--- src/rtl/chroma_pair_to_luma_visualizer_macros.svh ---
// Assertion helpers for the top-level RTL file.
`ifndef CHROMA_PAIR_TO_LUMA_VISUALIZER_MACROS_SVH
`define CHROMA_PAIR_TO_LUMA_VISUALIZER_MACROS_SVH

// Same-cycle implication, sampled on clock.
`define CPL_ASSERT_IMP(label, rst, ante, cons, msg) \
   label: assert property (@(posedge clock) disable iff (rst) (ante) |-> (cons)) \
      else $error(msg);

// Next-cycle implication, sampled on clock.
`define CPL_ASSERT_NXT(label, rst, ante, cons, msg) \
   label: assert property (@(posedge clock) disable iff (rst) (ante) |=> (cons)) \
      else $error(msg);

`endif

--- src/rtl/cpl_pkg.sv ---
`timescale 1ns / 1ps
package cpl_pkg;

   localparam int SAMPLE_W   = 16;
   localparam int DEPTH_W    = 5;
   localparam int CSR_W      = 5;
   localparam int SQ_W       = 2 * SAMPLE_W;
   localparam int SQRT_STEPS = SAMPLE_W;

   localparam logic [DEPTH_W-1:0] MIN_DEPTH   = DEPTH_W'(8);
   localparam logic [DEPTH_W-1:0] MAX_DEPTH   = DEPTH_W'(SAMPLE_W);
   localparam logic [DEPTH_W-1:0] DEPTH_RESET = DEPTH_W'(8);

   localparam logic CSR_MODE  = 1'b0;
   localparam logic CSR_DEPTH = 1'b1;

   typedef enum logic [2:0] {
      MODE_MAGNITUDE    = 3'd0,
      MODE_AVERAGE      = 3'd1,
      MODE_DIFFERENCE   = 3'd2,
      MODE_MAX          = 3'd3,
      MODE_MIN          = 3'd4,
      MODE_EXTRACTCLIP  = 3'd5,
      MODE_EXTRACTSCALE = 3'd6,
      MODE_SUMCLIP      = 3'd7
   } mode_type;

   // Control that rides along with each item down the pipe.
   typedef struct packed {
      logic                valid;
      logic                magnitude;
      logic [SAMPLE_W-1:0] full_scale;
      logic [SAMPLE_W-1:0] alt_result;
   } pipe_ctl_type;

   // Full scale 2^d - 1 with d clamped to the supported depth range.
   function automatic logic [SAMPLE_W-1:0] full_scale(input logic [DEPTH_W-1:0] depth);
      logic [DEPTH_W-1:0]  d;
      logic [SAMPLE_W:0]   pow;
      d = depth;
      if (depth < MIN_DEPTH) d = MIN_DEPTH;
      if (depth > MAX_DEPTH) d = MAX_DEPTH;
      pow = (SAMPLE_W + 1)'(1) << d;
      return SAMPLE_W'(pow - 1'b1);
   endfunction

endpackage

--- src/rtl/cpl_front.sv ---
`timescale 1ns / 1ps
// Three stages: mask and fold about mid, square and cheap modes, sum of squares.
module cpl_front (
   input  logic                              clock,
   input  logic                              reset,
   input  logic                              adv,
   input  logic                              in_valid,
   input  logic [cpl_pkg::SAMPLE_W-1:0]      u_sample,
   input  logic [cpl_pkg::SAMPLE_W-1:0]      v_sample,
   input  cpl_pkg::mode_type                 mode,
   input  logic [cpl_pkg::DEPTH_W-1:0]       depth,
   output cpl_pkg::pipe_ctl_type             ctl_out,
   output logic [cpl_pkg::SQ_W-1:0]          q_out
);

   localparam int W = cpl_pkg::SAMPLE_W;

   // |2x - s|
   function automatic logic [W-1:0] dist_mid(input logic [W-1:0] x, input logic [W-1:0] s);
      logic [W:0] x2;
      logic [W:0] s1;
      x2 = {x, 1'b0};
      s1 = {1'b0, s};
      if (x2 >= s1) return W'(x2 - s1);
      else          return W'(s1 - x2);
   endfunction

   // Clip a doubled value to [0, lim].
   function automatic logic [W:0] clip_dbl(input logic signed [W+2:0] t,
                                           input logic signed [W+2:0] lim);
      if (t < 0)        return '0;
      else if (t > lim) return lim[W:0];
      else              return t[W:0];
   endfunction

   // Halve a doubled value, ties to even.
   function automatic logic [W-1:0] half_even(input logic [W:0] t);
      logic [W-1:0] q;
      q = t[W:1];
      if (t[0] && q[0]) q = q + 1'b1;
      return q;
   endfunction

   // stage A
   logic                   a_valid_ff;
   cpl_pkg::mode_type      a_mode_ff;
   logic [W-1:0]           a_u_ff, a_v_ff, a_s_ff, a_da_ff, a_db_ff;
   logic [W-1:0]           s_in, u_in, v_in;

   // stage B
   cpl_pkg::pipe_ctl_type  b_ctl_ff, b_ctl_in;
   logic [2*W-1:0]         b_sqa_ff, b_sqb_ff;

   // stage C
   cpl_pkg::pipe_ctl_type  c_ctl_ff;
   logic [2*W-1:0]         c_q_ff, c_q_in;

   logic signed [W+2:0]    two_s, t5, t6, t7;

   always_comb begin
      s_in = cpl_pkg::full_scale(depth);
      u_in = u_sample & s_in;
      v_in = v_sample & s_in;
   end

   always_ff @(posedge clock) begin
      if (reset) begin
         a_valid_ff <= 1'b0;
      end else if (adv) begin
         a_valid_ff <= in_valid;
      end
      if (adv) begin
         a_mode_ff <= mode;
         a_u_ff    <= u_in;
         a_v_ff    <= v_in;
         a_s_ff    <= s_in;
         a_da_ff   <= dist_mid(u_in, s_in);
         a_db_ff   <= dist_mid(v_in, s_in);
      end
   end

   always_comb begin
      two_s = $signed({2'b00, a_s_ff, 1'b0});
      t5    = $signed({3'b000, a_s_ff}) + $signed({2'b00, a_u_ff, 1'b0})
              - $signed({2'b00, a_v_ff, 1'b0});
      t6    = $signed({3'b000, a_s_ff}) + $signed({3'b000, a_u_ff})
              - $signed({3'b000, a_v_ff});
      t7    = $signed({3'b000, a_da_ff}) + $signed({3'b000, a_db_ff});

      b_ctl_in.valid      = a_valid_ff;
      b_ctl_in.magnitude  = (a_mode_ff == cpl_pkg::MODE_MAGNITUDE);
      b_ctl_in.full_scale = a_s_ff;
      case (a_mode_ff)
         cpl_pkg::MODE_MAGNITUDE:    b_ctl_in.alt_result = '0;
         cpl_pkg::MODE_AVERAGE:
            b_ctl_in.alt_result = half_even({1'b0, a_u_ff} + {1'b0, a_v_ff});
         cpl_pkg::MODE_DIFFERENCE:
            b_ctl_in.alt_result = (a_u_ff > a_v_ff) ? a_u_ff - a_v_ff : a_v_ff - a_u_ff;
         cpl_pkg::MODE_MAX:
            b_ctl_in.alt_result = (a_u_ff > a_v_ff) ? a_u_ff : a_v_ff;
         cpl_pkg::MODE_MIN:
            b_ctl_in.alt_result = (a_u_ff < a_v_ff) ? a_u_ff : a_v_ff;
         cpl_pkg::MODE_EXTRACTCLIP:  b_ctl_in.alt_result = half_even(clip_dbl(t5, two_s));
         cpl_pkg::MODE_EXTRACTSCALE: b_ctl_in.alt_result = half_even(clip_dbl(t6, two_s));
         cpl_pkg::MODE_SUMCLIP:      b_ctl_in.alt_result = half_even(clip_dbl(t7, two_s));
         default:                    b_ctl_in.alt_result = '0;
      endcase
   end

   always_ff @(posedge clock) begin
      if (reset) begin
         b_ctl_ff.valid <= 1'b0;
      end else if (adv) begin
         b_ctl_ff <= b_ctl_in;
      end
      if (adv) begin
         b_sqa_ff <= (2*W)'(a_da_ff) * (2*W)'(a_da_ff);
         b_sqb_ff <= (2*W)'(a_db_ff) * (2*W)'(a_db_ff);
      end
   end

   // (2U-S)^2 + (2V-S)^2 is always even
   assign c_q_in = (2*W)'(({1'b0, b_sqa_ff} + {1'b0, b_sqb_ff}) >> 1);

   always_ff @(posedge clock) begin
      if (reset) begin
         c_ctl_ff.valid <= 1'b0;
      end else if (adv) begin
         c_ctl_ff <= b_ctl_ff;
      end
      if (adv) begin
         c_q_ff <= c_q_in;
      end
   end

   assign ctl_out = c_ctl_ff;
   assign q_out   = c_q_ff;

endmodule

--- config.mk ---
export PLATFORM = sky130hd
export DESIGN_NAME = cpl_front
export DESIGN_NICKNAME = d
export VERILOG_FILES = /design/src/rtl/chroma_pair_to_luma_visualizer_macros.svh /design/src/rtl/cpl_pkg.sv /design/src/rtl/cpl_front.sv
export SDC_FILE = /design/constraint.sdc
export NUM_CORES = 2
export LEC_CHECK = 0
export BUFFER_PORTS_ARGS = -buffer_cell sky130_fd_sc_hd__buf_2
export CAP_MARGIN = 20
export CORE_ASPECT_RATIO = 1.1
export CORE_MARGIN = 4
export CORE_UTILIZATION = 40
export CTS_BUF_LIST = sky130_fd_sc_hd__clkbuf_2 sky130_fd_sc_hd__clkbuf_4 sky130_fd_sc_hd__clkbuf_8
export CTS_CLUSTER_SIZE = 25
export DETAILED_ROUTE_END_ITERATION = 12
export GPL_ROUTABILITY_DRIVEN = 0
export PLACE_DENSITY = 0.57
export SYNTH_ARGS = -nofsm -noshare
export SYNTH_HDL_FRONTEND = slang
export SYNTH_SLANG_ARGS = --single-unit
--- constraint.sdc ---
create_clock -name clock -period 20.7 [get_ports clock]
set_input_delay 2.07 -clock clock [delete_from_list [all_inputs] [get_ports clock]]
set_output_delay 2.07 -clock clock [all_outputs]
set_load 0.02 [all_outputs]
Word level (Yosys, flattened, before mapping)
Index checks and enable logic that the tools add are counted.

word-level totals
  word-level logic and storage cells = 88
  output and inout bits = 66
  register bits after elaboration = 248

operators by class
  equality and inequality tests = 7
  bitwise operators = 3
  reductions and logical operators = 6
  mux-type cells = 21
  multiply operators = 2
  $lt $le $gt $ge = 12
  $add $sub $neg = 18
  shift operators = 1

operators by type and width
  kind                                                                    number
  17-bit two-way mux                                                      9
  16-bit two-way mux                                                      9
  16-bit one-hot mux with 8 select lines                                  1
  16-bit subtractor                                                       6
  16-bit by 1-bit adder with 16-bit output (second input constant)        4
  16-bit by 16-bit multiplier with 32-bit output                          2
  16-bit by 16-bit adder with 17-bit output                               3
  17-bit by 16-bit >= comparator with 1-bit output                        2
  32-bit by 32-bit adder with 33-bit output                               1
  16-bit bitwise AND                                                      2
  19-bit by 18-bit > comparator with 1-bit output                         1
  19-bit by 1-bit < comparator with 1-bit output (second input constant)  1
  18-bit by 17-bit subtractor with 19-bit output                          1
  16-bit by 17-bit adder with 18-bit output                               1
  18-bit > comparator                                                     1
  18-bit by 1-bit < comparator with 1-bit output (second input constant)  1
  17-bit by 16-bit subtractor with 18-bit output                          1
  17-bit > comparator                                                     1
  17-bit by 1-bit < comparator with 1-bit output (second input constant)  1
  16-bit > comparator                                                     1
  16-bit < comparator                                                     1
  1-bit by 5-bit << shifter with 16-bit output (first input constant)     1
  16-bit by 1-bit subtractor with 16-bit output (second input constant)   1
  3-bit equality test (second input constant)                             4
  other kinds (9)                                                         14

Longest topological paths before layout
  depth after elaboration = 9
  mapped depth = 34

Least setup slack after synthesis
No wires, ideal clock.

  kind = reg2reg
  start point = reg a_s_ff[0]
  end point = reg b_ctl_ff[14] (netlist name), data pin
  arrival time = 6.705 ns
  slack = 13.724 ns
  path buffers = 4
  cell stages (with the launch flop) = 33
  setup time = 0.272 ns
  path through = edfxtp_1 > clkbuf_1 > inv_1 > ha_1 > inv_1 > ha_1 > fa_1 > a211oi_1 > nor2_1 > o41ai_1 > o21ba_2 > xor2_1 > inv_1 > ha_1 > a2111oi_0 > o21ai_0 > and4_1 > o31ai_1 > buf_2 > buf_2 > buf_2 > a21oi_1 > nor2_1 > ha_1 > and3_1 > and3_1 > and3_1 > and4_1 > nand4b_1 > or2_2 > nor3b_1 > xnor2_1 > o221ai_2

RTL lines
  what                      RTL line          source
  start: declaration        cpl_front.sv:47   logic [W-1:0] a_u_ff, a_v_ff, a_s_ff, a_da_ff, a_db_ff;
  start signal: assignment  cpl_front.sv:76   a_s_ff <= s_in;
  end signal: assignment    cpl_front.sv:114  b_ctl_ff <= b_ctl_in;
  end: declaration          cpl_front.sv:51   cpl_pkg::pipe_ctl_type b_ctl_ff, b_ctl_in;

==> impl_metrics.py <==
metrics = {
    "timing": {
        "period_needed_ns": 7.79,
        "setup_viol": 0,
        "finalMaxSlewViolations": 0,
        "rsz0062_at_grt": "false",
        "clock_skew_ns": 0.0518,
        "hold_viol": 0,
        "timing.final.crit_share": 0.376,
        "relSlewSlack": 0.283,
        "tns_ns": 0,
        "fin_ws_ns": 12.91,
        "clock.fmax_mhz": 128,
        "tightestPinTransition_ns": 1.08,
    },
    "drt": {
        "drt-initial-drc-count": 1676,
        "viasPerCell": 5.24,
        "wl_per_cell_um": 18.7,
        "vias": 25490,
        "antenna_left": 0,
        "drt_first_pass_iters": 5,
        "wl_um": 90800,
        "drcViolationCount": 0,
    },
    "placed_design": {
        "dpl_worst_slack_ns": 13.04,
        "io_buffer_count": 109,
        "place.detailed.hpwl_um": 74700,
        "placed_cells": 4777,
    },
    "grt": {
        "antenna_found_initial": 4,
        "grt_pass1_vias": 26177,
        "grt_pass1_wl_um": 145000,
        "grt_start_max_net_pins": 67,
        "grtUsageTotal": 0.205,
        "gr-total-overflow": 0,
    },
    "finish": {
        "area_delta_synth_final_pct": 8.01,
        "drive_gt1_frac": 0.0704,
        "stdcell_count": 4866,
        "final_common_cell": "inv_1",
        "nets": 4527,
        "num-fill-cells": 8233,
        "mostFrequentLayoutCells": "inv_1 (596), ha_1 (428), fa_1 (369)",
    },
    "synth": {
        "ys.flop_type": "edfxtp_1",
        "syn_area_per_cell_sq_um": 9.49,
        "yosysUniqueCellTypes": 89,
        "synthCells": 3601,
        "synth_edf_count": 241,
        "synthArstFlopShare": 0,
        "yosysTopAreaCell": "fa_1",
        "ys_warn_count": 0,
        "synth-seq-cells": 244,
        "seq_area_frac_synth": 0.213,
        "syn-cell-area_sq_um": 34200,
        "synth_area_leaders": "fa_1 (22%), edfxtp_1 (21%), ha_1 (16%), inv_1 (6.5%), xnor2_1 (3.9%)",
        "synth_top_area_frac": 0.216,
    },
    "floorplan": {
        "rows": 112,
        "ios": 110,
        "core_area_sq_um": 84800,
        "fp.dieArea_sq_um": 90200,
        "start_util": 0.403,
        "fp.dieH_um": 315,
        "fp.dieW_um": 287,
    },
    "cts": {
        "htree_num_levels": 2,
        "cts_buffers": 47,
        "cts_tree": "built",
        "cts_resized": 0,
        "cts_max_path_buffers": 3,
        "clkTransAtPathRegs_ns": 0.07,
        "postCtsSetupBuffers": 0,
        "worstSkewPairLatency_ns": 0.67,
        "cts-hold-fix-buffers": 0,
        "cts_sinks": 244,
        "cts-root-buf": "clkbuf_8",
    },
    "setup_path": {
        "r2r_cells": 28,
        "endpoint": "b_ctl_ff[14]",
        "r2r_end": "b_ctl_ff[14]",
        "crit_fanout": 12,
        "endpoint_kind": "flip-flop",
        "crit_buf_inv": 2,
        "worst-path-stages": 28,
        "cp_common_cell": "a21oi_1",
        "cp-start-kind": "flip-flop",
        "startpoint": "a_v_ff[1]",
        "crit_path_top_delay_cell": "nor4_1",
        "path_class": "flip-flop to flip-flop",
        "critPathMaxStageDelay_ns": 0.63,
        "reg2reg_from": "a_v_ff[1]",
        "cp.required_ns": 21.08,
        "crit_family": "compound AO/OA/AOI/OAI gates",
        "crit_arrival_ns": 8.17,
        "reg2reg_slack_ns": 12.91,
    },
    "min_path": {
        "min_path_cells": 0,
        "worstHoldPathType": "flip-flop to flip-flop",
    },
    "outcome": {
        "outcome": "complete, no violations",
    },
    "flow_run": {
        "cap_violations": 0,
    },
}
-- Yosys cell counts, types with 7 or more instances --
master     number
a211oi_1       36
a21boi_0       10
a21o_1         66
a21oi_1       207
a22oi_1         8
a31oi_1        23
and2_1        122
and3_1         19
buf_2          18
clkbuf_1       82
edfxtp_1      241
fa_1          369
ha_1          428
inv_1         596
mux2_2         13
mux2i_1        45
nand2_1       260
nand2b_1       34
nand3_1        47
nand4_1        23
nor2_1        198
nor2b_1        41
nor3_1         53
nor4_1         16
o2111ai_1       8
o211ai_1       24
o21a_1         27
o21ai_0       132
o21bai_1       32
o221ai_1        7
o22ai_1        10
o31a_1          9
o31ai_1        10
or2_2          21
or3_1          12
xnor2_1       151
xor2_1         59
-- cell families (layout without fill, tap and decap cells) --
group,Yosys count,after routing,share of synthesized area
multiplexers,58,58,0.0175
flip-flops,244,244,0.213
AO/OA/AOI/OAI,698,698,0.136
XOR/XNOR,210,210,0.0538
AND/OR/NAND/NOR,885,885,0.128
other,2,25,0.000220
adder cells (fa/ha/maj),797,797,0.373
buffers and inverters,707,809,0.0787
-- sequential cells by signal, indices dropped and copies added (netlist names) --
name        count
a_da_ff        16
a_valid_ff      1
a_mode_ff       3
b_sqa_ff       31
b_sqb_ff       30
a_db_ff        15
b_ctl_ff       34
q_out          32
ctl_out        34
a_s_ff         16
a_u_ff         16
a_v_ff         16
-- final cells by class --
cell class | count | area [sq um] | share of cell area
multi-input cells | 2671 | 24300 | 0.658
flip-flops and latches | 244 | 7300 | 0.198
inverters | 600 | 2250 | 0.0610
well taps | 1140 | 1430 | 0.0386
clock buffers | 60 | 744 | 0.0202
repair buffers | 122 | 649 | 0.0176
clock inverters | 27 | 243 | 0.00657
diodes | 2 | 5.00 | 0.000136
-- per-stage QoR --
stage	utilization	hold slack [ns]	instance area [sq um]
after CTS	0.435	0.399	36900
after floorplan	-	0.400	34300
after global placement	0.424	0.400	35900
after detailed placement	0.424	0.405	35900
after global routing	0.435	0.394	36900
final	0.435	0.397	36900
-- metal layers --
| layer | routed length, um | track usage | vias to the layer above |
|---|---|---|---|
| met1 | 40100 | 0.273 | 12431 |
| met3 | 4390 | 0.0243 | 113 |
| met2 | 43100 | 0.349 | 636 |
| met4 | 3220 | 0.0681 | 0 |
| met5 | 0 | 0 | - |
| li1 | - | - | 12310 |
-- worst register-to-register path, delay by kind of cell, from the launching register on --
kind / cells / cell delay [ns]
flops: 1 / 0.52
compound gates: 14 / 2.91
mux: 1 / 0.24
buf+inv: 2 / 0.39
simple gates: 5 / 1.57
fa+ha+maj: 4 / 1.37
xor+xnor: 2 / 0.51
-- worst min-delay path by stage --
stage / from / endpoint / slack (ns)
after floorplan: b_ctl_ff[0] / ctl_out[0] / 0.40
after global placement: b_ctl_ff[32] / ctl_out[32] / 0.40
after detailed placement: b_ctl_ff[16] / ctl_out[16] / 0.40
after CTS: b_ctl_ff[0] / ctl_out[0] / 0.40
after global routing: b_ctl_ff[0] / ctl_out[0] / 0.39
final: b_ctl_ff[0] / ctl_out[0] / 0.40
Power is not shown: default switching activity piles up to over one toggle a cycle in this logic, so the estimate is an artifact.
