## config.mk

```make
export PLATFORM = sky130hd
export DESIGN_NAME = cpl_back_flat
export DESIGN_NICKNAME = d
export VERILOG_FILES = /design/src/rtl/chroma_pair_to_luma_visualizer_macros.svh /design/src/rtl/cpl_pkg.sv /design/src/rtl/cpl_if.sv /design/src/rtl/cpl_back.sv /design/src/flat_wrapper.sv
export SDC_FILE = /design/constraint.sdc
export NUM_CORES = 1
export LEC_CHECK = 0
export ABC_AREA = 1
export ABC_CLOCK_PERIOD_IN_PS = 3730
export BUFFER_PORTS_ARGS = -buffer_cell sky130_fd_sc_hd__clkbuf_2
export CAP_MARGIN = 20
export CORE_MARGIN = 2
export CORE_UTILIZATION = 44
export CTS_CLUSTER_DIAMETER = 40
export DETAILED_ROUTE_END_ITERATION = 7
export GPL_ROUTABILITY_DRIVEN = 1
export PLACE_DENSITY = 0.78
export SYNTH_ARGS = -nofsm -noshare
export SYNTH_HDL_FRONTEND = slang
export SYNTH_SLANG_ARGS = --single-unit
```

## constraint.sdc

```tcl
create_clock -name clock -period 3.73 [get_ports clock]
set_input_delay 0.5595 -clock clock [delete_from_list [all_inputs] [get_ports clock]]
set_output_delay 0.5595 -clock clock [all_outputs]
set_load 0.02 [all_outputs]
```

## src/rtl/chroma_pair_to_luma_visualizer_macros.svh

```systemverilog
// Assertion helpers for the top-level RTL file.
`ifndef CHROMA_PAIR_TO_LUMA_VISUALIZER_MACROS_SVH
`define CHROMA_PAIR_TO_LUMA_VISUALIZER_MACROS_SVH

// Same-cycle implication, sampled on clock.
`define CPL_ASSERT_IMP(label, rst, ante, cons, msg) \
   label: assert property (@(posedge clock) disable iff (rst) (ante) |-> (cons)) \
      else $error(msg);

// Next-cycle implication, sampled on clock.
`define CPL_ASSERT_NXT(label, rst, ante, cons, msg) \
   label: assert property (@(posedge clock) disable iff (rst) (ante) |=> (cons)) \
      else $error(msg);

`endif

```

## src/rtl/cpl_pkg.sv

```systemverilog
`timescale 1ns / 1ps
package cpl_pkg;

   localparam int SAMPLE_W   = 16;
   localparam int DEPTH_W    = 5;
   localparam int CSR_W      = 5;
   localparam int SQ_W       = 2 * SAMPLE_W;
   localparam int SQRT_STEPS = SAMPLE_W;

   localparam logic [DEPTH_W-1:0] MIN_DEPTH   = DEPTH_W'(8);
   localparam logic [DEPTH_W-1:0] MAX_DEPTH   = DEPTH_W'(SAMPLE_W);
   localparam logic [DEPTH_W-1:0] DEPTH_RESET = DEPTH_W'(8);

   localparam logic CSR_MODE  = 1'b0;
   localparam logic CSR_DEPTH = 1'b1;

   typedef enum logic [2:0] {
      MODE_MAGNITUDE    = 3'd0,
      MODE_AVERAGE      = 3'd1,
      MODE_DIFFERENCE   = 3'd2,
      MODE_MAX          = 3'd3,
      MODE_MIN          = 3'd4,
      MODE_EXTRACTCLIP  = 3'd5,
      MODE_EXTRACTSCALE = 3'd6,
      MODE_SUMCLIP      = 3'd7
   } mode_type;

   // Control that rides along with each item down the pipe.
   typedef struct packed {
      logic                valid;
      logic                magnitude;
      logic [SAMPLE_W-1:0] full_scale;
      logic [SAMPLE_W-1:0] alt_result;
   } pipe_ctl_type;

   // Full scale 2^d - 1 with d clamped to the supported depth range.
   function automatic logic [SAMPLE_W-1:0] full_scale(input logic [DEPTH_W-1:0] depth);
      logic [DEPTH_W-1:0]  d;
      logic [SAMPLE_W:0]   pow;
      d = depth;
      if (depth < MIN_DEPTH) d = MIN_DEPTH;
      if (depth > MAX_DEPTH) d = MAX_DEPTH;
      pow = (SAMPLE_W + 1)'(1) << d;
      return SAMPLE_W'(pow - 1'b1);
   endfunction

endpackage

```

## src/rtl/cpl_if.sv

```systemverilog


interface cpl_rsp_if;
   logic                          valid;
   logic                          ready;
   logic [cpl_pkg::SAMPLE_W-1:0]  luma_value;

   modport source (output valid, output luma_value, input ready);
   modport sink   (input valid, input luma_value, output ready);
endinterface

```

## src/rtl/cpl_back.sv

```systemverilog
`timescale 1ns / 1ps
// Rounds the root to nearest, picks the mode result, holds the output register.
module cpl_back (
   input  logic                              clock,
   input  logic                              reset,
   input  logic                              adv,
   input  cpl_pkg::pipe_ctl_type             ctl_in,
   input  logic [cpl_pkg::SQ_W-1:0]          rem_in,
   input  logic [cpl_pkg::SAMPLE_W-1:0]      root_in,
   cpl_rsp_if.source                         rsp_if
);

   localparam int W = cpl_pkg::SAMPLE_W;

   logic            valid_ff;
   logic [W-1:0]    luma_ff, luma_in;
   logic [W:0]      rounded;

   always_comb begin
      // remainder above the root means the value sits past the midpoint
      rounded = {1'b0, root_in} + (W+1)'(rem_in > cpl_pkg::SQ_W'(root_in));
      if (!ctl_in.magnitude)                       luma_in = ctl_in.alt_result;
      else if (rounded > {1'b0, ctl_in.full_scale}) luma_in = ctl_in.full_scale;
      else                                         luma_in = rounded[W-1:0];
   end

   always_ff @(posedge clock) begin
      if (reset) begin
         valid_ff <= 1'b0;
      end else if (adv) begin
         valid_ff <= ctl_in.valid;
      end
      if (adv) begin
         luma_ff <= luma_in;
      end
   end

   assign rsp_if.valid      = valid_ff;
   assign rsp_if.luma_value = luma_ff;

endmodule

```

## src/flat_wrapper.sv

```systemverilog
// flat-port wrapper written by rule: the top's interface ports become plain ports
module cpl_back_flat 
  (clock, reset, adv, ctl_in, rem_in, root_in, rsp_if_valid, rsp_if_luma_value, rsp_if_ready);
  cpl_rsp_if rsp_if_i ();
  input  logic clock;
  input  logic reset;
  input  logic adv;
  input  cpl_pkg::pipe_ctl_type ctl_in;
  input  logic [cpl_pkg::SQ_W-1:0] rem_in;
  input  logic [cpl_pkg::SAMPLE_W-1:0] root_in;
  output wire logic [$bits(rsp_if_i.valid)-1:0] rsp_if_valid;
  output wire logic [$bits(rsp_if_i.luma_value)-1:0] rsp_if_luma_value;
  input wire logic [$bits(rsp_if_i.ready)-1:0] rsp_if_ready;
  assign rsp_if_valid = rsp_if_i.valid;
  assign rsp_if_luma_value = rsp_if_i.luma_value;
  assign rsp_if_i.ready = rsp_if_ready;
  cpl_back u_core (.clock(clock), .reset(reset), .adv(adv), .ctl_in(ctl_in), .rem_in(rem_in), .root_in(root_in), .rsp_if(rsp_if_i));
endmodule
```

== Word-level counts from Yosys, hierarchy flattened ==
Index checks and enable logic that the tools add are counted.
Word-level totals
  memory bits (writable): 0
  input bits: 86
  memories: 0
  bits in latches: 0
  bits in registers: 17
  output and inout port bits: 17
  memory bits (read-only): 0
Operators by class
  multipliers: 0
  add/subtract/negate cells: 1
  shift operators: 0
  mux-type cells: 2
  bitwise operators: 0
  eq/ne operators: 0
  $lt $le $gt $ge: 2
  div/mod/pow operators: 0
  reduce and logical (&&, ||, !) cells: 0
Operators with widths (number)
  32-bit by 16-bit > comparator with 1-bit output: 1
  16-bit two-way mux: 2
  16-bit by 1-bit adder with 17-bit output: 1
  17-bit by 16-bit > comparator with 1-bit output: 1

== Longest topological paths before layout ==
Gate-level depths: netlist (run 1).
  depth after elaboration: 5
  mapped depth: 35
  mapped depth without buffers: 34

== Least setup slack after synthesis (run 1) ==
Ideal clock, no wire load.
  path kind: input-to-reg
  start: input root_in[7] in the netlist's numbering
  end: register u_core.luma_ff[6] (netlist: u_core.rsp_if.luma_value[6]), data pin
  stages on the path: 30
  data arrival time: 3.718 ns
  library setup time: 0.252 ns
  setup slack: -0.239 ns
  required time: 3.478 ns
  path through: inv_1 > ha_1 > inv_1 > nor3_1 > nand2_1 > nand3_1 > nand2_1 > nand2_1 > nand2_1 > nand2_1 > ha_1 > ha_1 > nand2_2 > nor2_4 > nand3_1 > nor3_1 > xor2_1 > inv_1 > ha_1 > nand2_1 > nand2_1 > a21oi_1 > nand2_1 > nor2_1 > nand2_4 > nand2_4 > buf_8 > nand2_2 > nand3_2 > nand2_2
On the way
  longest elaborated chain between the ends: 5
RTL lines
  start: declaration: RTL line flat_wrapper.sv:10  | input logic [cpl_pkg::SAMPLE_W-1:0] root_in;
  32-bit by 16-bit > comparator with 1-bit output: RTL line cpl_back.sv:21  | rounded = {1'b0, root_in} + (W+1)'(rem_in > cpl_pkg::SQ_W'(root_in));
  16-bit by 1-bit adder with 17-bit output (*): RTL line cpl_back.sv:21
  17-bit by 16-bit > comparator with 1-bit output: RTL line cpl_back.sv:23  | else if (rounded > {1'b0, ctl_in.full_scale}) luma_in = ctl_in.full_scale;
  16-bit two-way mux (*): RTL line cpl_back.sv:23
  16-bit two-way mux (*): RTL line cpl_back.sv:22  | if (!ctl_in.magnitude) luma_in = ctl_in.alt_result;
  net u_core.luma_in[6]: RTL line cpl_back.sv:16  | logic [W-1:0] luma_ff, luma_in;
  end signal: assignment: RTL line cpl_back.sv:34  | luma_ff <= luma_in;
  end: declaration: RTL line cpl_back.sv:16
The timed path passes the listed nets; every way through them passes the cells marked *.
A chain may end at the register's enable or synchronous reset.

== Final worst setup path (run 1) ==
  start: input root_in[1] in the netlist's numbering
  end: register u_core.luma_ff[6] (netlist: u_core.rsp_if.luma_value[6]), data pin
Same word-level chain as after synthesis.

==> impl_metrics.csv, run 1 <==
group,metric,value,unit
run_status,run_status,"complete, but fails checks",
run_status,violations,"negative setup slack",
synthesis,synthSimpleGateAreaFrac,0.397,
synthesis,synth_warnings,0,
floorplan,die_area,6030,µm²
critical_path,crit_buf_inv,6,
power_and_ir_drop,leakagePower,2.12,nW
synthesis,muxShareOfSynthArea,0.00419,
synthesis,ys_top_cells_by_count,"84 x nand2_1, 62 x inv_1, 34 x ha_1, 34 x nand3_1, 16 x edfxtp_1",
finish,syn2layout_area_growth,65.1,%
synthesis,synth_compound_area_frac,0.0461,
floorplan,core,5170,µm²
job,cap_violations,0,
clock_tree,clk_latency,0.25,ns
finish,utilization,0.762,
sta,finalWorstSetupSlack,-0.195,ns
synthesis,synth_most_common_cell,"nand2_1",
critical_path,worstSetupStartpointType,"primary input",
route,avgViaCountPerCell,5.02,
clock_tree,cts_hold_buf,0,
grt,grt-ovfl-total,0,
grt,antenna_found_initial,0,
route,drt_iter0_drc,117,
sta,slew_headroom,0.669,
sta,fin_tns_setup,-2.71,ns
synthesis,ys_ff_latch,17,
sta,final.min_clock_period,3.93,ns
power_and_ir_drop,p_per_area,204,nW/µm²
critical_path,max_stage_delay,0.26,ns
sta,fmax,255,MHz
grt,grt.total_usage,0.230,
placement,dp_hpwl,5.34,mm
route,wl,7.55,mm
sta,finalSetupViolCount,16,
critical_path,rrSetupSlack,3.15,ns
critical_path,cp_common_cell,"nand2_1",
synthesis,synth_area_leaders,"edfxtp_1 20%, ha_1 18%, nand2_1 13%",
sta,finalClockSkew,0,ns
clock_tree,clk_pin_slew,0.06,ns
finish,fin_nets,625,
synthesis,ys_seq_area_frac,0.210,
sta,final_hold_viol_count,0,
critical_path,critPathSlowestCell,"ha_4",
floorplan,rows,26,
grt,grt_pass1_wl,11.6,mm
synthesis,synthXorXnorAreaFrac,0.0294,
grt,grt_start_max_net_pins,18,
synthesis,synthArstFlopShare,0,
route,post_drt_wl_per_cell,13.1,µm
power_and_ir_drop,ir_drop,0.160,mV
clock_tree,clockBufferDepth,2,
synthesis,synth-edff-count,16,
placement,portBuffers,101,
sta,rsz0062_at_grt,"yes",
critical_path,critPathMaxFanout,8,
clock_tree,cts.sinks,17,
synthesis,netlist_area,2390,µm²
sta,finalCritPeriodShare,1.05,
clock_tree,cts_buffers,3,
floorplan,io_pins,103,
floorplan,die_y,77.7,µm
placement,place_congestion,0.891,
grt,grt_pass1_vias,2963,
floorplan,fp.dieW,77.7,µm
synthesis,synth_top_cell_by_area,"edfxtp_1",
synthesis,synth_cells,337,
route,first_pass_iters,4,
synthesis,yosys.cell_types.count,31,
critical_path,required,3.74,ns
finish,num-fill-cells,348,
synthesis,synth_top_family_by_area,"simple AND/OR/NAND/NOR gates",
route,drc_errors,0,
synthesis,syn_nets,457,
sta,hold_ws,0.461,ns
finish,antenna_cells,0,
route,vias,2883,
clock_tree,root_buffer,"clkbuf_8",
synthesis,synth_top_area_frac,0.201,
synthesis,synth_ff_type,"edfxtp_1",
placement,pre_cts_slack,-0.651,ns
critical_path,cp.arrival,3.93,ns
synthesis,synth_area_per_cell,7.08,µm²
clock_tree,cts_tree,"built",
finish,fin_cells,574,
placement,dpl.cell_count,551,
synthesis,yosys.area_share.adder,0.178,
route,ant_nets,0,
sta,drv_slew,0,
floorplan,initial_utilization,0.462,
critical_path,critPathTopFamily,"simple AND/OR/NAND/NOR gates",
critical_path,cp-end-kind,"flop",
clock_tree,cts_htree_levels,1,
min_path,hold_path.class,"in2reg",
critical_path,critical_path_class,"in2reg",
sta,tightest_slew,0.497,ns
finish,drive_gt1_frac,0.542,
-- report_power, final --
part / switching (W) / leakage (nW) / total (W) / internal (W)
clock network: 0.0000563 / 0.0228 / 0.000132 / 0.0000758
registers: 0.00000489 / 0.164 / 0.000239 / 0.000234
logic: 0.000240 / 1.94 / 0.000432 / 0.000191
total: 0.000302 / 2.12 / 0.000803 / 0.000501
-- area by class of cell --
type | instances | area (µm²) | area share
Multi-Input combinational cell | 250 | 1970 | 0.500
Timing Repair Buffer | 166 | 1060 | 0.270
Sequential cell | 17 | 500 | 0.127
Inverter | 67 | 274 | 0.0695
Tap cell | 70 | 87.6 | 0.0222
Clock buffer | 4 | 45.0 | 0.0114
-- routing by layer --
metal  track usage  part of all wire
met5             0                 0
met4         0.109             0.033
met3        0.0291             0.053
met2         0.443              0.54
met1         0.244              0.37
-- logic make-up (layout without fill, tap and decap cells) --
group | count (synthesis) | after routing
mux | 1 | 1
fa+ha+maj | 34 | 34
buf+inv | 73 | 237
xor+xnor | 8 | 8
simple gates | 183 | 186
flops | 17 | 17
compound gates | 21 | 21
-- state kept, by name (all words and copies together) (netlist names) --
register	flops
u_core.rsp_if.luma_value	16
u_core.rsp_if.valid	1
-- through the flow --
stage	power, W	area, µm²
final	0.000803	3940
after global routing	0.000859	3940
after CTS	0.000754	3700
after detailed placement	0.000589	3370
after global placement	0.000575	3370
after floorplan	0.000447	2480
-- worst register-to-register path, stage by stage (launching register included) --
cell and delay, ns:
dfxtp_1 0.31, mux2i_1 0.12, nor2_1 0.05
-- timing repair --
| action | in CTS | in global routing |
|---|---|---|
| gates resized for setup | 32 | 43 |
| pin swaps | 17 | 26 |
| setup endpoints to repair | 16 | 16 |
| setup buffers | 10 | 5 |
| gates cloned | 4 | 0 |
-- placed cells by master, fill, tap and decap left out, drive strengths merged --
cell type and instances:
a21oi 12, buf 66, clkbuf 104, dfxtp 1, edfxtp 16, ha 34, inv 67, mux2i 1
nand2 104, nand3 46, nand4 5, nor2 19, nor3 8, nor4 4, o211ai 1, o21a 1
o21ai 7, xor2 8
-- final timing paths --
check / startpoint / to / cells after the start
setup / recovery: root_in[1] / u_core.rsp_if.luma_value[6] / 32
hold / removal: reset / u_core.rsp_if.valid / 2
setup reg to reg: u_core.rsp_if.valid / u_core.rsp_if.valid / 2
hold reg to reg: u_core.rsp_if.valid / u_core.rsp_if.valid / 2
No activity file was read; power rests on OpenSTA's default activity.
==> inputs of run 2 (changes only) <==
Settings changed: CELL_PAD_IN_SITES_DETAIL_PLACEMENT set to 1, CELL_PAD_IN_SITES_GLOBAL_PLACEMENT set to 1, CORE_UTILIZATION 44 to 30, PLACE_DENSITY 0.78 to not set, PLACE_DENSITY_LB_ADDON set to 0.1.
==> run 2 against run 1 <==
Against the previous run:
- the flow still finishes with violations (negative setup slack)
- sequential power about the same
- fmax decreased by 2.9%
- global-route usage decreased by 4.2 points
- total power increased by 3.5%
- critical endpoint is now u_core.rsp_if.luma_value[7]
- routed wire length increased by 11%
==> impl_metrics.csv, run 2 (same netlist as run 1, synthesis figures left out) <==
group,metric,value,unit
run_status,run_status,"complete, but fails checks",
run_status,violations,"negative setup slack",
route,drc_errors,0,
finish,fin_nets,644,
grt,antenna_found_initial,0,
clock_tree,clockBufferDepth,2,
critical_path,critical_path_class,"in2reg",
clock_tree,cts_htree_levels,1,
floorplan,fp.dieW,93.2,µm
grt,grt_pass1_wl,13.1,mm
critical_path,r2r-start,"u_core.rsp_if.valid",
finish,antenna_cells,0,
power_and_ir_drop,seq_power_share,0.287,
sta,finalWorstSetupSlack,-0.311,ns
critical_path,critPathSlowestCell,"ha_1",
power_and_ir_drop,ir_drop,0.104,mV
clock_tree,cts_tree,"built",
clock_tree,clk_latency,0.25,ns
finish,syn2layout_area_growth,75.4,%
placement,dp_hpwl,6.11,mm
critical_path,cp-end-kind,"flop",
sta,finalSetupViolCount,16,
power_and_ir_drop,p_clk_frac,0.162,
min_path,holdPathEnd,"u_core.rsp_if.valid",
route,vias,2848,
grt,grt_start_max_net_pins,18,
floorplan,core,7730,µm²
route,post_drt_wl_per_cell,13.4,µm
job,cap_violations,0,
power_and_ir_drop,p_int,0.000516,W
route,wl,8.35,mm
grt,grt.total_usage,0.189,
clock_tree,clk_pin_slew,0.06,ns
floorplan,io_pins,103,
placement,pre_cts_slack,-0.785,ns
route,first_pass_iters,4,
sta,fmax,247,MHz
grt,grt_pass1_vias,2997,
sta,rsz0062_at_grt,"yes",
clock_tree,cts_hold_buf,0,
sta,tightest_slew,0.498,ns
critical_path,critPathMaxFanout,8,
finish,utilization,0.542,
sta,hold_ws,0.461,ns
min_path,hold_depth,2,
critical_path,max_stage_delay,0.30,ns
critical_path,cp.arrival,4.05,ns
power_and_ir_drop,power_frac_comb,0.551,
min_path,hp-start,"reset",
power_and_ir_drop,swShare,0.379,
critical_path,r2r_cells,2,
critical_path,required,3.74,ns
power_and_ir_drop,leakagePower,2.26,nW
critical_path,worstSetupStartpointType,"primary input",
floorplan,rows,32,
clock_tree,cts_buffers,3,
clock_tree,cts.sinks,17,
floorplan,die_area,8690,µm²
route,avgViaCountPerCell,4.56,
grt,grt-ovfl-total,0,
power_and_ir_drop,p_sw,0.000315,W
min_path,hold_path.class,"in2reg",
finish,drive_gt1_frac,0.558,
critical_path,rr_endpoint,"u_core.rsp_if.valid",
finish,final_cell_mix,"98 x clkbuf_2, 77 x buf_4, 70 x nand2_1, 53 x inv_1, 23 x nand3_2",
sta,final.min_clock_period,4.04,ns
sta,final_hold_viol_count,0,
sta,drv_slew,0,
finish,largest_register_ff_count,16,
finish,num-fill-cells,972,
placement,portBuffers,101,
floorplan,initial_utilization,0.309,
clock_tree,root_buffer,"clkbuf_8",
floorplan,die_y,93.2,µm
route,drt_iter0_drc,41,
critical_path,rrSetupSlack,3.13,ns
sta,slew_headroom,0.668,
power_and_ir_drop,p_per_area,198,nW/µm²
sta,finalCritPeriodShare,1.08,
finish,final_common_cell,"clkbuf_2",
placement,place_congestion,0.833,
sta,finalClockSkew,0,ns
route,ant_nets,0,
-- run 2: layout make-up --
cell class | instances | area, µm² | share of cell area
flip-flops and latches | 17 | 500 | 0.120
repair buffers | 185 | 1210 | 0.289
clock inverters | 1 | 5.00 | 0.00120
well taps | 102 | 128 | 0.0305
inverters | 67 | 272 | 0.0649
clock buffers | 3 | 41.3 | 0.00986
multi-input cells | 250 | 2030 | 0.485
-- run 2: timing repair --
item / CTS / global route
cloned: 4 / 0
gates resized for setup: 40 / 40
pin swaps: 23 / 22
setup buffers: 27 / 2
endpoints found under the setup margin: 16 / 16
-- run 2: how the worst max path moves through the flow --
stage / end / slack (ns) / depth (start not counted) / startpoint
6_report: u_core.rsp_if.luma_value[7] / -0.31 / 30 / root_in[11]
4_1_cts: u_core.rsp_if.luma_value[0] / -0.30 / 33 / root_in[1]
3_5_place_dp: u_core.rsp_if.luma_value[15] / -0.79 / 32 / root_in[1]
3_3_place_gp: u_core.rsp_if.luma_value[15] / -0.63 / 32 / root_in[1]
5_1_grt: u_core.rsp_if.luma_value[9] / -0.57 / 34 / root_in[1]
2_1_floorplan: u_core.rsp_if.luma_value[6] / -0.08 / 31 / root_in[1]
-- run 2: power groups by stage --
stage          sequential [W]  clock (W)  combinational [W]
2_1_floorplan        0.000270          0           0.000177
3_3_place_gp         0.000242          0           0.000348
3_5_place_dp         0.000243          0           0.000359
4_1_cts              0.000239   0.000139           0.000415
5_1_grt              0.000240   0.000143           0.000506
6_report             0.000238   0.000134           0.000458
-- run 2: routing by layer --
metal	part of all wire	global-route usage	vias to the layer above
met5	0	0	-
met4	0.028	0.0625	0
met3	0.036	0.00967	19
met2	0.53	0.364	88
met1	0.41	0.221	1272
li1	-	-	1469
-- run 2: stage by stage --
step | setup TNS [ns] | power, W | instances | area, µm²
6_report | -4.67 | 0.000831 | 625 | 4190
5_1_grt | -8.72 | 0.000890 | 625 | 4190
4_1_cts | -4.47 | 0.000793 | 623 | 3950
3_5_place_dp | -11.83 | 0.000602 | 588 | 3450
3_3_place_gp | -9.58 | 0.000590 | 588 | 3450
2_1_floorplan | -0.708 | 0.000447 | 337 | 2480
-- run 2: worst max-delay path: cells and delay by family --
kind            cells  cell delay [ns]
compound gates      3             0.49
buf+inv             6             0.60
fa+ha+maj           4             0.90
simple gates       17             1.48
