### config.mk
export PLATFORM = sky130hd
export DESIGN_NAME = cpl_sqrt_step
export DESIGN_NICKNAME = d
export VERILOG_FILES = /design/src/rtl/chroma_pair_to_luma_visualizer_macros.svh /design/src/rtl/cpl_pkg.sv /design/src/rtl/cpl_sqrt_step.sv
export SDC_FILE = /design/constraint.sdc
export NUM_CORES = 1
export LEC_CHECK = 0
export BUFFER_PORTS_ARGS = -buffer_cell sky130_fd_sc_hd__buf_2
export CORE_MARGIN = 2
export CORE_UTILIZATION = 54
export DETAILED_ROUTE_END_ITERATION = 10
export PLACE_DENSITY = 0.82
export RECOVER_POWER = 25
export SYNTH_ARGS = -nofsm -noshare
export SYNTH_HDL_FRONTEND = slang
export SYNTH_SLANG_ARGS = --single-unit
### constraint.sdc
create_clock -name clock -period 6.94 [get_ports clock]
set_input_delay 0.347 -clock clock [delete_from_list [all_inputs] [get_ports clock]]
set_output_delay 0.347 -clock clock [all_outputs]
set_load 0.005 [all_outputs]
### src/rtl/chroma_pair_to_luma_visualizer_macros.svh
// Assertion helpers for the top-level RTL file.
`ifndef CHROMA_PAIR_TO_LUMA_VISUALIZER_MACROS_SVH
`define CHROMA_PAIR_TO_LUMA_VISUALIZER_MACROS_SVH

// Same-cycle implication, sampled on clock.
`define CPL_ASSERT_IMP(label, rst, ante, cons, msg) \
   label: assert property (@(posedge clock) disable iff (rst) (ante) |-> (cons)) \
      else $error(msg);

// Next-cycle implication, sampled on clock.
`define CPL_ASSERT_NXT(label, rst, ante, cons, msg) \
   label: assert property (@(posedge clock) disable iff (rst) (ante) |=> (cons)) \
      else $error(msg);

`endif

### src/rtl/cpl_pkg.sv
`timescale 1ns / 1ps
package cpl_pkg;

   localparam int SAMPLE_W   = 16;
   localparam int DEPTH_W    = 5;
   localparam int CSR_W      = 5;
   localparam int SQ_W       = 2 * SAMPLE_W;
   localparam int SQRT_STEPS = SAMPLE_W;

   localparam logic [DEPTH_W-1:0] MIN_DEPTH   = DEPTH_W'(8);
   localparam logic [DEPTH_W-1:0] MAX_DEPTH   = DEPTH_W'(SAMPLE_W);
   localparam logic [DEPTH_W-1:0] DEPTH_RESET = DEPTH_W'(8);

   localparam logic CSR_MODE  = 1'b0;
   localparam logic CSR_DEPTH = 1'b1;

   typedef enum logic [2:0] {
      MODE_MAGNITUDE    = 3'd0,
      MODE_AVERAGE      = 3'd1,
      MODE_DIFFERENCE   = 3'd2,
      MODE_MAX          = 3'd3,
      MODE_MIN          = 3'd4,
      MODE_EXTRACTCLIP  = 3'd5,
      MODE_EXTRACTSCALE = 3'd6,
      MODE_SUMCLIP      = 3'd7
   } mode_type;

   // Control that rides along with each item down the pipe.
   typedef struct packed {
      logic                valid;
      logic                magnitude;
      logic [SAMPLE_W-1:0] full_scale;
      logic [SAMPLE_W-1:0] alt_result;
   } pipe_ctl_type;

   // Full scale 2^d - 1 with d clamped to the supported depth range.
   function automatic logic [SAMPLE_W-1:0] full_scale(input logic [DEPTH_W-1:0] depth);
      logic [DEPTH_W-1:0]  d;
      logic [SAMPLE_W:0]   pow;
      d = depth;
      if (depth < MIN_DEPTH) d = MIN_DEPTH;
      if (depth > MAX_DEPTH) d = MAX_DEPTH;
      pow = (SAMPLE_W + 1)'(1) << d;
      return SAMPLE_W'(pow - 1'b1);
   endfunction

endpackage

### src/rtl/cpl_sqrt_step.sv
`timescale 1ns / 1ps
// One registered step of the digit-by-digit square root.
module cpl_sqrt_step (
   input  logic                          clock,
   input  logic                          reset,
   input  logic                          adv,
   input  logic [cpl_pkg::SQ_W-1:0]      step_bit,
   input  cpl_pkg::pipe_ctl_type         ctl_in,
   input  logic [cpl_pkg::SQ_W-1:0]      rem_in,
   input  logic [cpl_pkg::SQ_W-1:0]      root_in,
   output cpl_pkg::pipe_ctl_type         ctl_out,
   output logic [cpl_pkg::SQ_W-1:0]      rem_out,
   output logic [cpl_pkg::SQ_W-1:0]      root_out
);

   localparam int N = cpl_pkg::SQ_W;

   cpl_pkg::pipe_ctl_type  ctl_ff;
   logic [N-1:0]           rem_ff, root_ff, rem_nxt, root_nxt;
   logic [N:0]             trial;

   always_comb begin
      trial = {1'b0, root_in} + {1'b0, step_bit};
      if ({1'b0, rem_in} >= trial) begin
         rem_nxt  = rem_in - trial[N-1:0];
         root_nxt = (root_in >> 1) + step_bit;
      end else begin
         rem_nxt  = rem_in;
         root_nxt = root_in >> 1;
      end
   end

   always_ff @(posedge clock) begin
      if (reset) begin
         ctl_ff.valid <= 1'b0;
      end else if (adv) begin
         ctl_ff <= ctl_in;
      end
      if (adv) begin
         rem_ff  <= rem_nxt;
         root_ff <= root_nxt;
      end
   end

   assign ctl_out  = ctl_ff;
   assign rem_out  = rem_ff;
   assign root_out = root_ff;

endmodule

# Yosys cells after proc, flatten, opt, wreduce, memory -nomap -nowiden
# Index checks and enable logic that the tools add are counted.
# op_classes
add_sub_neg	3
bitwise_logic	1
n_reduce_logical	1
muxes	2
magnitude_cmp	1
# op_table
operator	count
adder 32 x 32 -> 33 bit	1
greater-or-equal comparator 32 x 33 -> 1 bit	1
adder 31 x 32 -> 32 bit	1
two-way mux 32 bit	1
subtractor 32 bit	1
two-way mux 31 bit	1
AND reduction 2 bit	1
inverter 1 bit	1
# totals
output_inout_bits	98
wordCells	15
inputBits	133
reg_bits	98

# Depth between registers and ports, before layout
# Gate-level depths: netlist (run 1).
# depth
word_depth	3
ltp_mapped	23
mapped_depth_nobuf	21

# Worst setup path before layout (run 1)
# Ideal clock, no wire load.
# synth_timing
path_type	input -> register
from	in step_bit[0] (netlist bit)
to	reg rem_ff[10], in the netlist rem_out[10], data pin
required_ps	6680
slack_ps	2022
setup_ps	260
path_stages	20
arrival_ps	4659
path_buffers	2
path_cell_list	ha_1 -> fa_1 -> a211oi_1 -> o21bai_1 -> a32o_1 -> o211ai_1 -> a21oi_1 -> o31ai_1 -> nand2_1 -> a21oi_1 -> xor2_1 -> ha_1 -> nand4_1 -> or4_1 -> o31a_1 -> o311ai_1 -> o211a_1 -> buf_4 -> buf_2 -> mux2_2
# synth_via
elab_chain_len	3
word_cells_on_any_way	4
cone_classes	add/sub (2); order compare (1); mux (1)
# synth_lines
item	line	source
start: declaration	cpl_sqrt_step.sv:7	input logic [cpl_pkg::SQ_W-1:0] step_bit,
adder 32 x 32 -> 33 bit *	cpl_sqrt_step.sv:23	trial = {1'b0, root_in} + {1'b0, step_bit};
subtractor 32 bit or greater-or-equal comparator 32 x 33 -> 1 bit (tied branches)	cpl_sqrt_step.sv:25, cpl_sqrt_step.sv:24	
two-way mux 32 bit *	cpl_sqrt_step.sv:24	if ({1'b0, rem_in} >= trial) begin
net rem_nxt[10]	cpl_sqrt_step.sv:19	logic [N-1:0] rem_ff, root_ff, rem_nxt, root_nxt;
end signal: assignment	cpl_sqrt_step.sv:40	rem_ff <= rem_nxt;
end: declaration	cpl_sqrt_step.sv:19	
# Mark *: on every way through the listed nets, which the timed path passes. The rest lies on a longest branch.
# A chain may end at the register's enable or synchronous reset.

# Worst setup path in the final report (run 1)
# layout_timing
from	in step_bit[0] (netlist bit)
to	reg rem_ff[31], in the netlist rem_out[31], data pin
# Same word-level chain as after synthesis.

==> impl_metrics.csv, run 1 <==
group,metric,value,unit
timing,rsz0062_at_grt,"no",
critical_path,worst-path-max-fanout,59,
finish,areaGrowthSynthToFinish,19.7,%
critical_path,reg2reg_slack,6.34,ns
critical_path,end_kind,"flip-flop",
pwr,vdd_drop_max,0.149,mV
global_routing,grt_max_degree,60,
critical_path,rr_worst_depth,2,
critical_path,r2r-start,"ctl_out[33]",
yosys,ys_seq_area_frac,0.344,
clocking,h-tree-depth,3,
pwr,p_per_area,235,nW/um2
critical_path,path_class,"in -> reg",
timing,period_share,0.814,
yosys,ys_warn_count,0,
place,place_area,9930,um2
critical_path,slowest_delay,0.70,ns
die,start_util,0.557,
global_routing,antenna_found_initial,0,
die,io_pins,231,
finish,fillers,1305,
clocking,clock_path_buffers,2,
global_routing,grt_util_all_layers,0.264,
yosys,syn_inst,879,
outcome,violations,"max-capacitance violations, max-slew violations",
finish,final_net_count,1339,
job,drv_cap,1,
clocking,worstSkewPairLatency,0.35,ns
clocking,root_buffer,"clkbuf_16",
finish,diodes,0,
timing,finalSetupViolCount,0,
global_routing,grt_first_pass_wirelength,35100,um
critical_path,crit_path_start_kind,"input pin",
route,via_count,7798,
route,route.detailed.drc,0,
route,via_per_inst,5.89,
critical_path,crit_slowest_cell,"o211a_4",
route,drtAntennaViolNets,0,
global_routing,overflow,0,
yosys,synth_top_area_frac,0.341,
yosys,ys_dominant_reg_cell,"edfxtp_1",
yosys,ys_types,62,
clocking,postCtsSetupBuffers,0,
timing,worst_pin_slew,1.71,ns
clocking,cts_sinks,98,
timing,final.setup_skew,0,ns
timing,period_minus_slack,5.65,ns
global_routing,grt_pass1_vias,7284,
yosys,synth_top_area_cell,"edfxtp_1",
timing,fmaxAchievable,0.177,GHz
timing,fin_setup_tns,0,ns
die,core,15300,um2
critical_path,startpoint,"step_bit[0]",
clocking,cts_buffers,9,
place,gp_congestion,0.936,
timing,slew_headroom,-0.143,
timing,slew_violations,33,
route,routed_wl,22600,um
place,portBuffers,230,
pwr,finalPower,0.00240,W
place,dp_hpwl,18100,um
die,die_h,130,um
route,drt-pass1-iter-count,5,
critical_path,r2r_end,"ctl_out[33]",
critical_path,cpMostUsedCell,"a21oi_1",
yosys,synth_edf_count,97,
yosys,synth_fp_nets,1110,
critical_path,crit_chain,"buf_2 > ha_1 > fa_1 > a211oi_1 > o21bai_1 > a21oi_1 > nor2b_1 > o21a_1 > o21ai_0 > nand2b_1 > a21oi_1 > xor2_1 > ha_1 > and3_1 > nand4_1 > or4_1 > o31a_1 > o311ai_1 > o211a_4 > inv_1 > a21oi_1 > o311ai_1",
die,std_cell_rows,45,
min_path,hp-class,"in -> reg",
min_path,hold_path_end,"ctl_out[5]",
yosys,synthArstFlopShare,0,
die,dieArea,16800,um2
clocking,holdBufCountCts,0,
die,die_w,130,um
min_path,min-delay-start,"ctl_in[5]",
critical_path,worstPathArrival,5.75,ns
route,drt-initial-drc-count,549,
clocking,path_clk_slew,0.07,ns
clocking,cts_resized,0,
yosys,ys_top_cells_by_area,"edfxtp_1 34%, ha_1 14%, a21oi_1 6.2%",
timing,hold_viol,0,
yosys,synth_area,8530,um2
finish,finalInstanceArea,10200,um2
critical_path,crit_required,7.04,ns
yosys,yosysMostFrequentCell,"a21oi_1",
yosys,synth_area_per_cell,9.71,um2
clocking,cts_tree,"built",
yosys,synthTopCellsByCount,"106 x a21oi_1, 97 x edfxtp_1, 95 x ha_1, 55 x nand2_1",
critical_path,cp_num_buf_inv,2,
finish,drive_above_1_share,0.269,
pwr,p_leak,4.49,nW
route,wl_per_cell,17.1,um
yosys,ys_ff_latch,98,
outcome,status,"finished, violations left",
min_path,min_path_cells,1,
critical_path,crit_family,"compound AO/OA/AOI/OAI gates",
[area by class of cell]
type                    instances  area [um2]  share of cell area
clock buffers                  11         233              0.0228
flip-flops and latches         98        2930               0.287
clock inverters                 5        63.8             0.00625
multi-input cells             739        5430               0.532
well taps                     211         264              0.0259
inverters                      25        93.8             0.00919
repair buffers                235        1190               0.117
[metrics by stage]
| step | hold slack, ns | util | setup slack (ns) | cells |
|---|---|---|---|---|
| finish | 0.159 | 0.667 | 1.29 | 1324 |
| floorplan | 0.419 | - | 2.02 | 879 |
| CTS | 0.156 | 0.667 | 1.39 | 1324 |
| global route | 0.164 | 0.667 | 0.818 | 1324 |
| global placement | 0.471 | 0.648 | 1.17 | 1308 |
| detailed placement | 0.490 | 0.648 | 1.06 | 1308 |
[worst max-delay path by stage]
stage / to / cells after the start
2_1_floorplan: rem_out[10] / 20
3_3_place_gp: rem_out[30] / 20
3_5_place_dp: rem_out[14] / 19
4_1_cts: rem_out[14] / 20
5_1_grt: rem_out[31] / 20
6_report: rem_out[31] / 22
[cell usage in the layout, fill, tap and decap left out, types with 14 or more instances in the layout]
cell type	netlist	final
ha_1	95	95
nand2_1	55	55
nand3_1	26	26
nor3_1	15	15
xnor2_1	52	52
xor2_1	27	27
o21ai_0	51	51
buf_2	7	225
nor2_1	52	52
mux2_2	47	47
a21oi_1	106	106
a21o_1	39	39
edfxtp_1	97	97
nor2b_1	15	14
inv_1	25	25
o21bai_1	14	14
[report_power, final]
group | internal (W) | switching [W] | total, W
clock | 0.000283 | 0.000228 | 0.000511
sequential | 0.000768 | 0.0000231 | 0.000792
combinational | 0.000499 | 0.000600 | 0.00110
total | 0.00155 | 0.000851 | 0.00240
[worst reg2reg max path, cell delays in order (launching register included)]
cell and delay, ns:
dfxtp_1 0.31, mux2i_1 0.14, nor2_1 0.05
[layer usage]
layer / track usage / vias to the layer above / share of wire
li1: - / 3824 / -
met1: 0.353 / 3603 / 0.45
met2: 0.439 / 333 / 0.46
met3: 0.0398 / 38 / 0.073
met4: 0.0930 / 0 / 0.023
met5: 0 / - / 0
[cell families (layout without fill, tap and decap cells)]
group                      Yosys count  count (layout)  share of synthesized area
adders and majority gates           98              98                      0.146
buffers and inverters               42             276                     0.0208
DFF                                 98              98                      0.344
xor gates and xnor gates            79              79                     0.0811
AOI/OAI and AO/OA                  289             289                      0.213
and+or+nand+nor                    224             224                      0.130
muxes                               49              49                     0.0644
[flip-flops by register name (all words and copies together), names as in the netlist]
signal,count
ctl_out,34
rem_out,32
root_out,32
Note: power is estimated with default switching activity, not from simulation.
==> run 2: changes to the inputs <==
Settings changed: CORE_UTILIZATION 54 to 49, PLACE_DENSITY 0.82 to 0.78.
Clock period 6.94 ns to 5.09 ns, I/O delays scaled along.
==> run 2 against run 1 <==
  * The flow still finishes with violations (max-capacitance violations, max-slew violations)
  * Count of clock-buffer cells in the layout down 1
  * Die area is 9.9% higher
  * Setup slack got worse by 1.0 ns
  * Combinational power rose by 45%
  * Hold slack got worse by 0.094 ns
  * Power rose by 40%
  * Clock power increased by 37%
  * Critical path depth unchanged
  * Non-clock buffer count increased by 28
  * Cell count grew 3.2%
  * Largest cell class unchanged
  * Largest power group unchanged
==> impl_metrics.csv, run 2 (synthesis results as in run 1) <==
group,metric,value,unit
outcome,status,"finished, violations left",
outcome,violations,"max-capacitance violations, max-slew violations",
finish,drive_above_1_share,0.293,
place,portBuffers,230,
critical_path,crit_required,5.19,ns
finish,layout.cells.most_common,"buf_2",
timing,fmaxAchievable,0.207,GHz
critical_path,r2r_end,"ctl_out[33]",
route,via_per_inst,5.72,
min_path,hold_path_end,"ctl_out[33]",
critical_path,crit_path_start_kind,"input pin",
min_path,min-delay-start,"reset",
job,drv_cap,1,
pwr,p_leak,4.63,nW
clocking,worstSkewPairLatency,0.36,ns
finish,fillers,1493,
min_path,min_path_cells,2,
finish,largest_reg_flops,34,
critical_path,worst-path-max-fanout,22,
global_routing,overflow,0,
timing,period_minus_slack,4.83,ns
min_path,hp-class,"in -> reg",
finish,instances_no_fill,1366,
critical_path,path_class,"in -> reg",
critical_path,r2r-start,"ctl_out[33]",
timing,worst_pin_slew,2.15,ns
pwr,p_per_area,321,nW/um2
global_routing,grt_util_all_layers,0.244,
global_routing,grt_first_pass_wirelength,35500,um
clocking,path_clk_slew,0.07,ns
global_routing,antenna_found_initial,1,
critical_path,startpoint,"step_bit[0]",
die,die_h,136,um
clocking,cts_buffers,9,
die,core,17200,um2
timing,final.setup_skew,0,ns
critical_path,crit_slowest_cell,"or4_1",
finish,layout_common_cells,"225 x buf_2, 106 x a21oi_1, 97 x edfxtp_1, 95 x ha_1, 55 x nand2_1",
die,dieArea,18500,um2
critical_path,rr_worst_depth,2,
pwr,vdd_drop_max,0.196,mV
critical_path,worstPathArrival,4.93,ns
critical_path,cp_num_buf_inv,2,
clocking,cts_sinks,98,
clocking,clock_path_buffers,2,
critical_path,crit_chain,"buf_2 > ha_1 > fa_1 > a211oi_1 > o21bai_1 > a32o_1 > o211ai_1 > a21oi_1 > o31ai_2 > nand2_1 > a21oi_1 > xor2_1 > ha_1 > nand4_1 > or4_1 > o31a_1 > o311ai_1 > o211a_4 > buf_12 > nor2b_1 > a311oi_1 > nand3_1",
timing,slew_headroom,-0.434,
clocking,h-tree-depth,3,
place,place_ws,-0.134,ns
timing,finalSetupViolCount,0,
route,route.detailed.drc,0,
place,dp_hpwl,18800,um
critical_path,reg2reg_slack,4.48,ns
global_routing,grt_max_degree,37,
route,drt-pass1-iter-count,6,
timing,period_share,0.949,
timing,setup_ws,0.258,ns
critical_path,slowest_delay,0.53,ns
die,std_cell_rows,48,
timing,slew_violations,37,
die,die_w,136,um
route,drt-initial-drc-count,432,
route,drtAntennaViolNets,0,
clocking,postCtsSetupBuffers,0,
timing,hold_viol,0,
global_routing,grt_pass1_vias,7283,
place,gp_congestion,0.973,
route,wl_per_cell,17.0,um
clocking,root_buffer,"clkbuf_16",
critical_path,crit_family,"compound AO/OA/AOI/OAI gates",
finish,final_net_count,1367,
route,via_count,7812,
die,start_util,0.497,
critical_path,end_kind,"flip-flop",
route,routed_wl,23200,um
timing,fin_hold_ws,0.0649,ns
place,dp_cells,1350,
finish,diodes,0,
die,io_pins,231,
finish,areaGrowthSynthToFinish,22.9,%
clocking,cts_tree,"built",
## run 2: changes by cell type in the layout (fill, tap and decap cells not counted), sizes merged
cell      before  now
clkinv         1    0
buf          229  258
clkbuf        17   15
clkinvlp       1    2
inv           27   29
bufinv         1    0
## run 2: report_power, final
part           internal, W  switching (W)  total (W)
clock             0.000356       0.000343   0.000700
combinational     0.000749       0.000838    0.00159
sequential         0.00105      0.0000309    0.00108
## run 2: how the worst max path moves through the flow
stage	slack, ns	end	cells past startpoint
after floorplan	0.26	rem_out[10]	20
after global placement	0.02	root_out[24]	23
after CTS	0.22	root_out[24]	22
after detailed placement	-0.13	root_out[24]	22
after global routing	-0.002	root_out[24]	23
final	0.26	root_out[24]	22
## run 2: through the flow
step	TNS (ns)	utilization	power [W]	area, um2
final	0	0.611	0.00337	10500
after floorplan	0	-	0.00214	8530
after global placement	0	0.593	0.00263	10200
after global routing	-0.00192	0.611	0.00357	10500
after detailed placement	-4.10	0.593	0.00266	10200
after CTS	0	0.610	0.00336	10500
## run 2: layer usage
metal	share of wire	global-route usage
met1	0.45	0.324
met2	0.46	0.408
met3	0.070	0.0324
met4	0.023	0.0880
met5	0.00073	0
## run 2: worst register-to-register path: cells and delay by family, from the launching register on
family,cells,cell delay (ns)
multiplexers,1,0.07
AND/OR/NAND/NOR,1,0.14
flip-flops,1,0.34
## run 2: timing repair
item	4_1_cts	5_1_grt
resized for setup	0	5
hold buffers	0	0
setup endpoints to repair	0	50
## run 2: layout make-up
type,instances,area (um2),share of cell area
clock inverters,6,55.1,0.00525
inverters,25,93.8,0.00895
clock buffers,10,239,0.0228
repair buffers,263,1430,0.136
well taps,225,282,0.0268
multi-input cells,739,5460,0.520
flip-flops and latches,98,2930,0.280
==> run 3: changes to the inputs <==
Settings changed: CORE_ASPECT_RATIO set to 1.5, CORE_UTILIZATION 49 to 35, PLACE_DENSITY 0.78 to unset.
==> run 3 against run 2 <==
  * The run still ends with max-capacitance violations, max-slew violations left
  * Core utilization fell by 15 points
  * Flip-flop and latch count did not move
  * First-iteration DRC count fell by 15%
  * Clock power rose by 3.1%
  * Count of clock-buffer cells in the layout fell by 1
  * Cell area rose by 5.1%
  * Register-to-register slack improved by 0.02 ns
  * Global-route usage fell by 4.2 points
  * Cell count rose by 11%
  * Highest routed layer unchanged
  * Combinational power rose by 8%
==> impl_metrics.csv, run 3 (synthesis results as in run 1) <==
group,metric,value,unit
finish,largest_reg_flops,34,
timing,fin_setup_tns,0,ns
route,via_per_inst,5.25,
place,dp_hpwl,21700,um
global_routing,grt_max_degree,42,
global_routing,grt_pass1_vias,8113,
clocking,clock_path_buffers,2,
clocking,cts_sinks,98,
clocking,cts_tree,"built",
finish,areaGrowthSynthToFinish,29.1,%
timing,final.setup_skew,0,ns
timing,rsz0062_at_grt,"no",
route,route.met3.wl,1160,um
critical_path,cpMostUsedCell,"ha_1",
route,drt-initial-drc-count,369,
timing,worst_pin_slew,1.77,ns
finish,drive_above_1_share,0.324,
timing,hold_viol,0,
timing,period_share,0.942,
min_path,hold_path_end,"ctl_out[10]",
place,gp_congestion,0.900,
die,core,24200,um2
finish,layout.cells.most_common,"buf_2",
global_routing,antenna_found_initial,4,
global_routing,overflow,0,
die,io_pins,231,
finish,final_core_util,0.456,
critical_path,r2r_end,"ctl_out[33]",
critical_path,crit_slowest_cell,"or4_1",
finish,layout_common_cells,"224 x buf_2, 106 x a21oi_1, 97 x edfxtp_1, 95 x ha_1, 77 x buf_4",
min_path,min-delay-start,"ctl_in[10]",
clocking,holdBufCountCts,0,
critical_path,worstPathArrival,4.91,ns
job,drv_cap,1,
place,portBuffers,230,
global_routing,grt_util_all_layers,0.202,
timing,period_minus_slack,4.79,ns
route,route.detailed.drc,0,
critical_path,crit_required,5.21,ns
die,die_w,132,um
route,highest_layer,"met5",
timing,setup_ws,0.298,ns
route,wl_per_cell,17.4,um
route,via_count,7957,
clocking,cts_buffers,9,
route,drtAntennaViolNets,0,
critical_path,crit_path_start_kind,"input pin",
critical_path,slowest_delay,0.55,ns
critical_path,rr_worst_depth,2,
pwr,p_leak,4.88,nW
clocking,worstSkewPairLatency,0.36,ns
outcome,violations,"max-capacitance violations, max-slew violations",
pwr,power_frac_comb,0.487,
critical_path,end_kind,"flip-flop",
pwr,vdd_drop_max,0.199,mV
critical_path,path_class,"in -> reg",
pwr,finalPower,0.00353,W
die,die_h,195,um
route,m1WireLength,9730,um
place,place_ws,-0.182,ns
timing,slew_headroom,-0.181,
timing,slew_violations,27,
pwr,p_per_area,320,nW/um2
clocking,h-tree-depth,3,
min_path,min_path_cells,1,
finish,final_net_count,1415,
pwr,switchingPower,0.00129,W
finish,instances_no_fill,1516,
die,start_util,0.353,
critical_path,reg2reg_slack,4.50,ns
pwr,p_seq_frac,0.308,
global_routing,grt_first_pass_wirelength,41000,um
critical_path,worst-path-max-fanout,11,
critical_path,r2r-start,"ctl_out[33]",
pwr,clock_power_share,0.205,
route,drt-pass1-iter-count,7,
clocking,root_buffer,"clkbuf_16",
clocking,path_clk_slew,0.08,ns
min_path,hp-class,"in -> reg",
die,dieArea,25700,um2
outcome,status,"finished, violations left",
place,dp_cells,1495,
critical_path,crit_chain,"buf_2 > ha_1 > fa_1 > a211oi_2 > o21bai_1 > a32o_1 > o211a_1 > or3_1 > xnor2_1 > ha_1 > and2_1 > nand4_1 > or4_1 > o31a_1 > o311ai_1 > o211a_4 > buf_4 > mux2_2",
route,wl_met2,14500,um
pwr,power.internal,0.00224,W
die,std_cell_rows,70,
pwr,switching_share,0.365,
timing,finalSetupViolCount,0,
route,routed_wl,26400,um
timing,fmaxAchievable,0.209,GHz
[run 3: what timing repair did]
item	in CTS	in global routing
buffers inserted	0	1
gates resized for setup	0	11
hold endpoints to repair	0	0
setup endpoints to repair	0	62
[run 3: layout make-up]
cell class	count	area [um2]
antenna	3	7.51
clock buffer	9	225
clock inverter	7	81.3
fill	2408	13200
inverter	25	93.8
multi-input combinational	739	5480
sequential	98	2930
tap	324	405
timing repair buffer	311	1800
[run 3: per-stage QoR]
step                      hold WS, ns  area (um2)
after CTS                      0.0414       10900
after global placement          0.432       10600
after global routing           0.0384       11000
final                          0.0605       11000
after floorplan                 0.327        8530
after detailed placement        0.433       10600
[run 3: worst max path at each step]
stage / startpoint / depth (start not counted) / end / slack, ns
after global placement: step_bit[0] / 21 / rem_out[6] / -0.1
after CTS: step_bit[0] / 21 / rem_out[9] / 0.18
after global routing: step_bit[3] / 21 / root_out[24] / 0.007
after detailed placement: step_bit[0] / 21 / root_out[19] / -0.18
final: step_bit[0] / 18 / rem_out[29] / 0.30
after floorplan: step_bit[0] / 20 / rem_out[10] / 0.26
[run 3: power by group through the flow]
stage          clock (W)  combinational (W)  sequential (W)
2_1_floorplan          0            0.00103         0.00111
3_3_place_gp           0            0.00168         0.00111
3_5_place_dp           0            0.00169         0.00110
4_1_cts         0.000751            0.00170         0.00109
5_1_grt         0.000773            0.00190         0.00110
6_report        0.000722            0.00172         0.00108
[run 3: per-layer routing]
layer	global-route usage	up-vias
li1	-	3970
met1	0.204	3704
met2	0.399	229
met3	0.0353	52
met4	0.0894	2
met5	0	-
[run 3: critical path, delay by kind of cell]
kind | cells | cell delay [ns]
AOI/OAI and AO/OA | 7 | 1.53
adders and majority gates | 3 | 0.98
and+or+nand+nor | 4 | 1.27
xor gates and xnor gates | 1 | 0.17
buffers and inverters | 2 | 0.33
muxes | 1 | 0.36
